File: config.mk
export PLATFORM = sky130hd
export DESIGN_NAME = aesctr_front
export DESIGN_NICKNAME = d
export VERILOG_FILES = /design/src/rtl/aesctr_pkg.sv /design/src/rtl/aesctr_front.sv
export SDC_FILE = /design/constraint.sdc
export NUM_CORES = 1
export LEC_CHECK = 0
export BUFFER_PORTS_ARGS = -buffer_cell sky130_fd_sc_hd__clkbuf_2
export CORE_MARGIN = 2
export CORE_UTILIZATION = 51
export CTS_BUF_LIST = sky130_fd_sc_hd__clkbuf_4 sky130_fd_sc_hd__clkbuf_8 sky130_fd_sc_hd__clkbuf_16
export DETAILED_ROUTE_END_ITERATION = 10
export PLACE_DENSITY = 0.79
export REMOVE_ABC_BUFFERS = 1
export SLEW_MARGIN = 10
export SYNTH_ARGS = -nofsm -noshare
export SYNTH_HDL_FRONTEND = slang
export SYNTH_SLANG_ARGS = --single-unit
File: constraint.sdc
create_clock -name clk -period 3.2 [get_ports clk]
set_input_delay 0.16 -clock clk [delete_from_list [all_inputs] [get_ports clk]]
set_output_delay 0.16 -clock clk [all_outputs]
set_load 0.01 [all_outputs]
File: src/rtl/aesctr_pkg.sv
// aesctr_pkg: shared types, constants and round functions for the aes-128 ctr core
// no dependencies
package aesctr_pkg;

	localparam int MAX_BLOCKS_DEF = 64;
	localparam int BYTE_LIMIT     = 1024;
	localparam int QDEPTH         = 2;

	localparam logic [1:0] REG_KEY_LOW     = 2'd0;
	localparam logic [1:0] REG_KEY_HIGH    = 2'd1;
	localparam logic [1:0] REG_NONCE_WORD  = 2'd2;
	localparam logic [1:0] REG_START_COUNT = 2'd3;

	// classified command passed from front to back
	typedef struct packed {
		logic        rekey;
		logic [10:0] nbytes;
	} cmd_t;

	localparam logic [7:0] SBOX [256] = '{
	8'h63,8'h7c,8'h77,8'h7b,8'hf2,8'h6b,8'h6f,8'hc5,8'h30,8'h01,8'h67,8'h2b,8'hfe,8'hd7,8'hab,8'h76,
	8'hca,8'h82,8'hc9,8'h7d,8'hfa,8'h59,8'h47,8'hf0,8'had,8'hd4,8'ha2,8'haf,8'h9c,8'ha4,8'h72,8'hc0,
	8'hb7,8'hfd,8'h93,8'h26,8'h36,8'h3f,8'hf7,8'hcc,8'h34,8'ha5,8'he5,8'hf1,8'h71,8'hd8,8'h31,8'h15,
	8'h04,8'hc7,8'h23,8'hc3,8'h18,8'h96,8'h05,8'h9a,8'h07,8'h12,8'h80,8'he2,8'heb,8'h27,8'hb2,8'h75,
	8'h09,8'h83,8'h2c,8'h1a,8'h1b,8'h6e,8'h5a,8'ha0,8'h52,8'h3b,8'hd6,8'hb3,8'h29,8'he3,8'h2f,8'h84,
	8'h53,8'hd1,8'h00,8'hed,8'h20,8'hfc,8'hb1,8'h5b,8'h6a,8'hcb,8'hbe,8'h39,8'h4a,8'h4c,8'h58,8'hcf,
	8'hd0,8'hef,8'haa,8'hfb,8'h43,8'h4d,8'h33,8'h85,8'h45,8'hf9,8'h02,8'h7f,8'h50,8'h3c,8'h9f,8'ha8,
	8'h51,8'ha3,8'h40,8'h8f,8'h92,8'h9d,8'h38,8'hf5,8'hbc,8'hb6,8'hda,8'h21,8'h10,8'hff,8'hf3,8'hd2,
	8'hcd,8'h0c,8'h13,8'hec,8'h5f,8'h97,8'h44,8'h17,8'hc4,8'ha7,8'h7e,8'h3d,8'h64,8'h5d,8'h19,8'h73,
	8'h60,8'h81,8'h4f,8'hdc,8'h22,8'h2a,8'h90,8'h88,8'h46,8'hee,8'hb8,8'h14,8'hde,8'h5e,8'h0b,8'hdb,
	8'he0,8'h32,8'h3a,8'h0a,8'h49,8'h06,8'h24,8'h5c,8'hc2,8'hd3,8'hac,8'h62,8'h91,8'h95,8'he4,8'h79,
	8'he7,8'hc8,8'h37,8'h6d,8'h8d,8'hd5,8'h4e,8'ha9,8'h6c,8'h56,8'hf4,8'hea,8'h65,8'h7a,8'hae,8'h08,
	8'hba,8'h78,8'h25,8'h2e,8'h1c,8'ha6,8'hb4,8'hc6,8'he8,8'hdd,8'h74,8'h1f,8'h4b,8'hbd,8'h8b,8'h8a,
	8'h70,8'h3e,8'hb5,8'h66,8'h48,8'h03,8'hf6,8'h0e,8'h61,8'h35,8'h57,8'hb9,8'h86,8'hc1,8'h1d,8'h9e,
	8'he1,8'hf8,8'h98,8'h11,8'h69,8'hd9,8'h8e,8'h94,8'h9b,8'h1e,8'h87,8'he9,8'hce,8'h55,8'h28,8'hdf,
	8'h8c,8'ha1,8'h89,8'h0d,8'hbf,8'he6,8'h42,8'h68,8'h41,8'h99,8'h2d,8'h0f,8'hb0,8'h54,8'hbb,8'h16
	};

	// byte i of a state sits at bits [8i+7:8i] (little-endian)
	function automatic logic [7:0] xtime(input logic [7:0] x);
		xtime = {x[6:0], 1'b0} ^ (x[7] ? 8'h1b : 8'h00);
	endfunction

	function automatic logic [127:0] sub_shift(input logic [127:0] s);
		logic [127:0] t;
		for (int c = 0; c < 4; c++)
			for (int i = 0; i < 4; i++)
				t[8*(4*c+i) +: 8] = SBOX[s[8*(4*((c+i)%4)+i) +: 8]];
		sub_shift = t;
	endfunction

	function automatic logic [127:0] mix_cols(input logic [127:0] t);
		logic [127:0] s;
		logic [7:0] a0, a1, a2, a3, al;
		for (int c = 0; c < 4; c++) begin
			a0 = t[8*(4*c) +: 8];
			a1 = t[8*(4*c+1) +: 8];
			a2 = t[8*(4*c+2) +: 8];
			a3 = t[8*(4*c+3) +: 8];
			al = a0 ^ a1 ^ a2 ^ a3;
			s[8*(4*c) +: 8]   = a0 ^ al ^ xtime(a0 ^ a1);
			s[8*(4*c+1) +: 8] = a1 ^ al ^ xtime(a1 ^ a2);
			s[8*(4*c+2) +: 8] = a2 ^ al ^ xtime(a2 ^ a3);
			s[8*(4*c+3) +: 8] = a3 ^ al ^ xtime(a3 ^ a0);
		end
		mix_cols = s;
	endfunction

	// next round key from the previous one
	function automatic logic [127:0] next_key(input logic [127:0] k, input logic [7:0] rc);
		logic [31:0] t;
		logic [127:0] n;
		t[7:0]   = SBOX[k[111:104]] ^ rc;
		t[15:8]  = SBOX[k[119:112]];
		t[23:16] = SBOX[k[127:120]];
		t[31:24] = SBOX[k[103:96]];
		n[31:0]   = k[31:0] ^ t;
		n[63:32]  = k[63:32] ^ n[31:0];
		n[95:64]  = k[95:64] ^ n[63:32];
		n[127:96] = k[127:96] ^ n[95:64];
		next_key = n;
	endfunction

	function automatic logic [7:0] rcon_next(input logic [7:0] rc);
		rcon_next = xtime(rc);
	endfunction

endpackage

File: src/rtl/aesctr_front.sv
// aesctr_front: accepts requests, saturates length, queues commands
// depends on aesctr_pkg
module aesctr_front import aesctr_pkg::*; #(
	parameter int MAX_BLOCKS = MAX_BLOCKS_DEF
) (
	input  logic        clk,
	input  logic        arst_n,
	input  logic        push,
	output logic        full,
	input  logic        mode,
	input  logic [10:0] byte_count,
	output logic        cmd_valid,
	input  logic        cmd_take,
	output cmd_t        cmd
);
	localparam int CAP_I = (MAX_BLOCKS * 16 < BYTE_LIMIT) ? MAX_BLOCKS * 16 : BYTE_LIMIT;
	localparam logic [10:0] CAP = 11'(CAP_I);

	cmd_t        q_q [QDEPTH];
	logic        wp_q, rp_q;
	logic [1:0]  cnt_q;
	cmd_t        in_cmd;
	logic        wr;

	always_comb begin
		in_cmd.rekey  = mode;
		in_cmd.nbytes = (byte_count > CAP) ? CAP : byte_count;
	end

	assign full = (cnt_q == 2'(QDEPTH));
	// zero-length generate produces nothing, so drop it here
	assign wr = push && !full && (mode || in_cmd.nbytes != 11'd0);
	assign cmd_valid = (cnt_q != 2'd0);
	assign cmd = q_q[rp_q];

	always_ff @(posedge clk) begin
		if (wr) q_q[wp_q] <= in_cmd;
	end

	always_ff @(posedge clk or negedge arst_n) begin
		if (!arst_n) begin
			wp_q <= 1'b0;
			rp_q <= 1'b0;
			cnt_q <= 2'd0;
		end else begin
			if (wr) wp_q <= ~wp_q;
			if (cmd_take) rp_q <= ~rp_q;
			cnt_q <= cnt_q + 2'(wr) - 2'(cmd_take);
		end
	end
endmodule

# After elaboration in Yosys (flattened, before gate mapping)
# Memory sizes are Yosys's and may differ from the RTL's.
# Cells that the tools add are included.
[totals]
ff_bits = 4
elab_cells = 19
inputBits = 16
mem_count = 1
mem_bits_rw = 24
out_inout_bits = 14
[classes]
eq_ne = 1
order_cmp = 1
reduce_logical = 6
n_bitwise = 2
n_addsub = 2
mux = 3
[mem_list]
columns = ["name", "words", "width", "read_ports", "rd_ports_with_merged_regs", "write_ports", "line", "text"]
rows = [
  ["q_q", 2, 12, 1, 0, 1, "aesctr_front.sv:19", "cmd_t q_q [QDEPTH];"],
]
[op_table]
columns = ["cell", "n"]
rows = [
  ["$gt 11x11->1 const B", 1],
  ["$mux 11", 1],
  ["$reduce_bool 11->1", 1],
  ["$add 2x1->2", 1],
  ["$eq 2x2->1 const B", 1],
  ["$logic_and 1x1->1", 2],
  ["$mux 1", 2],
  ["$not 1->1", 2],
  ["$reduce_bool 2->1", 1],
  ["$sub 2x1->2", 1],
  ["$logic_not 1->1", 1],
  ["$logic_or 1x1->1", 1],
]

# Longest topological paths before layout
[depth]
depth_word = 7
depth_mapped = 8
ltp_nobuf = 8

# Worst setup path after synthesis
# No wires, ideal clock.
[synth_timing]
path_type = "register to register"
from = "register cnt_q[1]"
to = "memory q_q[1][0] (netlist bit) (enable)"
setup_time_ns = 0.417
t_required_ns = 2.783
t_arrival_ns = 1.913
synth_period_minus_slack_ns = 2.330
slack_ns = 0.870
stages_incl_launch_ff = 3
path_buffers = 0
path_cell_list = "dfrtp_1 -> nor2b_4 -> nor4b_1"
[synth_between]
elab_chain_len = 6
[synth_rtl]
columns = ["element", "line", "text"]
rows = [
  ["start, declared", "aesctr_front.sv:21", "logic [1:0] cnt_q;"],
  ["start signal, assigned", "aesctr_front.sv:48", "cnt_q <= cnt_q + 2'(wr) - 2'(cmd_take);"],
  ["$eq 2x2->1", "aesctr_front.sv:30", "assign full = (cnt_q == 2'(QDEPTH));"],
  ["named net full", "aesctr_front.sv:9", "output logic full,"],
  ["$logic_not 1->1", "aesctr_front.sv:32", "assign wr = push && !full && (mode || in_cmd.nbytes != 11'd0);"],
  ["$logic_and 1x1->1 (2 in a row)", "aesctr_front.sv:32", ""],
  ["$mux 1", "aesctr_front.sv:37", "if (wr) q_q[wp_q] <= in_cmd;"],
  ["$mux 1 (implied by the code)", "aesctr_front.sv:37", ""],
  ["end, declared", "aesctr_front.sv:19", ""],
]
# The timed path passes the listed nets, and every way through them passes these cells.

# Worst setup path in the final report
[layout_timing]
from = "register cnt_q[1]"
to = "memory q_q[0][7] (netlist bit) (enable)"
[layout_between]
elab_chain_len = 6
[layout_rtl]
columns = ["element", "line"]
rows = [
  ["$eq 2x2->1", "aesctr_front.sv:30"],
  ["$logic_not 1->1", "aesctr_front.sv:32"],
  ["$logic_and 1x1->1 (2 in a row)", "aesctr_front.sv:32"],
  ["$mux 1", "aesctr_front.sv:37"],
  ["$mux 1 (implied by the code)", "aesctr_front.sv:37"],
]
# Every way passes these cells.

==> metrics <==
Ports=30; WP data arrival=1.97 ns; Req. time, crit path=3.25 ns; RSZ-0062 raised after global routing=no; routability congestion estimate=0.751; vias in the first global route=674; flops & latches, synth=28; Via density=5.13; yosys warns=0; sequential share of the synthesized area=68.0%; Total GRT Usage=15.5%; status=completed; PwrDens=800 mW/mm^2; Hold/Removal Path Class=input pin to register; Setup Buffers After CTS=0; Tcrit/Tclk final=60.0%; most frequent cells in the layout=29 x clkbuf_2, 24 x edfxtp_1, 12 x mux2_2; Syn Inst Count=75; switching portion of total power=28.7%; die extent in y=52.7 um; Initial Utilization=54.1%; fin. max-slew vios=0; post-placement cell area=0.00140 mm^2; Nets=127; sequential share of power=48.8%; VDD IR max=0.488 mV; CP startpoint=cnt_q[1]$_DFF_PN0_; Leak Pwr=0.000576 uW; Gate power share=32.0%; Inserted Clock Buffers=3; CP Launch Type=register; grt ovf=0; Die Footprint=0.00277 mm^2; diode count=0; Detail Route Antenna Nets=0; CP max FO=7; Crit. End Element=register; initial DRC count=1; Rows=17; largest net degree at the start of global routing=17; hold depth=2; CTS tree=done; fin area=0.00146 mm^2; first-pass GRT wire length=3010 um; mapped cell area=0.00121 mm^2; core area=0.00223 mm^2; Sw Pwr=335 uW; RR Startpoint=cnt_q[1]$_DFF_PN0_; final setup violation count=0; Worst Hold Launch=cmd_take; DP HPWL=1380 um; worst r2r path cells=4; most common cell after layout, fill and taps aside=clkbuf_2; Worst-Skew Late Latency=0.31 ns; clk_skew=0.00349 ns; P&R area growth vs syn=20.8%; Hold Slack=0.0331 ns; final wirelength=1850 um; DRT Pass-1 Iters=2; Avg Cell Area, Syn=16.1 um^2; vias post-DR=698; fmax=521 MHz; CTS clk-pin slew, worst paths=0.14 ns; CTS root buf=clkbuf_4; Hold Vio Cnt, Final=0; Yosys top cell by area=edfxtp_1; Clock power frac=19.2%; DR DRC count=0; # port buffers=29; WL per Instance=13.6 um; Area contributors post-synth=edfxtp_1 60%, mux2_2 11%, dfrtp_1 8.3%; Tightest Pin Transition=0.749 ns; layout cells sized above 1=50.0%; max-cap viol count=0; crit path kind=register to register; clock buffer depth=2; # H-tree levels=1; Rel. slew slack=49.9%; CTS sink cnt=28; min cycle time layout=1.92 ns; initial antenna violation count=0; Yosys cell types=21; Die Width=52.7 um; Setup TNS=0 ns; Synth top area share=59.7%; Int Pwr=832 uW
[what timing repair did]
action / in CTS / in global routing
gates resized for setup: 0 / 0
hold buffers: 1 / 0
endpoints found under the hold margin: 4 / 0
setup endpoints to repair: 0 / 0
[sequential cells by signal, summed over array words and instances, names as in the netlist]
signal,count
wp_q,1
cnt_q,2
q_q,24
rp_q,1
[cells in the mapped netlist]
cell,instances
edfxtp_1,24
mux2_2,12
nor2b_1,10
dfrtp_1,4
nor2_1,3
clkbuf_1,2
ha_1,2
inv_1,2
nor4_2,2
or3_1,2
xnor2_1,2
and4_4,1
buf_2,1
nand2_1,1
nand3_1,1
nor2b_4,1
nor4b_1,1
o21ai_0,1
o221ai_2,1
or2_2,1
xor2_1,1
[critical path: stages (launching register included)]
cell     delay (ns)
dfrtp_1        0.43
nor2b_4        0.15
or3_1          0.34
nor2_1         0.47
buf_4          0.27
[power groups by stage]
| stage | Sequential [uW] | Clock (uW) | Combinational (uW) |
|---|---|---|---|
| global placement | 577 | 0 | 371 |
| CTS | 573 | 228 | 379 |
| floorplan | 563 | 0 | 245 |
| detailed placement | 582 | 0 | 377 |
| global route | 582 | 245 | 409 |
| finish | 569 | 224 | 373 |
[through the flow]
step	cells	setup slack [ns]	power (uW)	util (%)
floorplan	72	0.870	808	-
global placement	131	1.30	949	62.5
detailed placement	131	1.23	959	62.5
CTS	136	1.28	1180	65.3
global route	136	1.16	1240	65.3
finish	136	1.28	1170	65.3
[path summary, 6_finish.rpt]
check | to | slack, ns
worst min register to register | cnt_q[1]$_DFF_PN0_ | 0.51
min in group asynchronous | cnt_q[0]$_DFF_PN0_ | 0.17
worst max-delay path | q_q[0][7]$_DFFE_PP_ | 1.28
worst max register to register | q_q[0][7]$_DFFE_PP_ | 1.28
max in group asynchronous | rp_q$_DFFE_PN0P_ | 2.91
worst min-delay path | rp_q$_DFFE_PN0P_ | 0.03
[cell families after synthesis]
| kind of cell | synth area share, % |
|---|---|
| DFF | 68.0 |
| buffers and inverters | 1.66 |
| xor gates and xnor gates | 2.18 |
| AOI/OAI and AO/OA | 1.66 |
| muxes | 11.2 |
| and+or+nand+nor | 13.3 |
| adders and majority gates | 2.07 |
[layout make-up]
class	instances	area, um^2
flip-flops and latches	28	821
repair buffers	32	170
clock buffers	3	22.5
inverters	2	7.51
well taps	28	35.0
multi-input cells	42	373
fillers	175	774
clock inverters	1	30.0
[layer usage]
layer	GRT usage [%]	vias up	wire, um
met2	25.8	17	927
li1	-	343	-
met5	0	-	0
met4	6.41	0	14
met1	19.9	336	819
met3	2.86	2	88
Note: power is estimated with default switching activity, not from simulation.
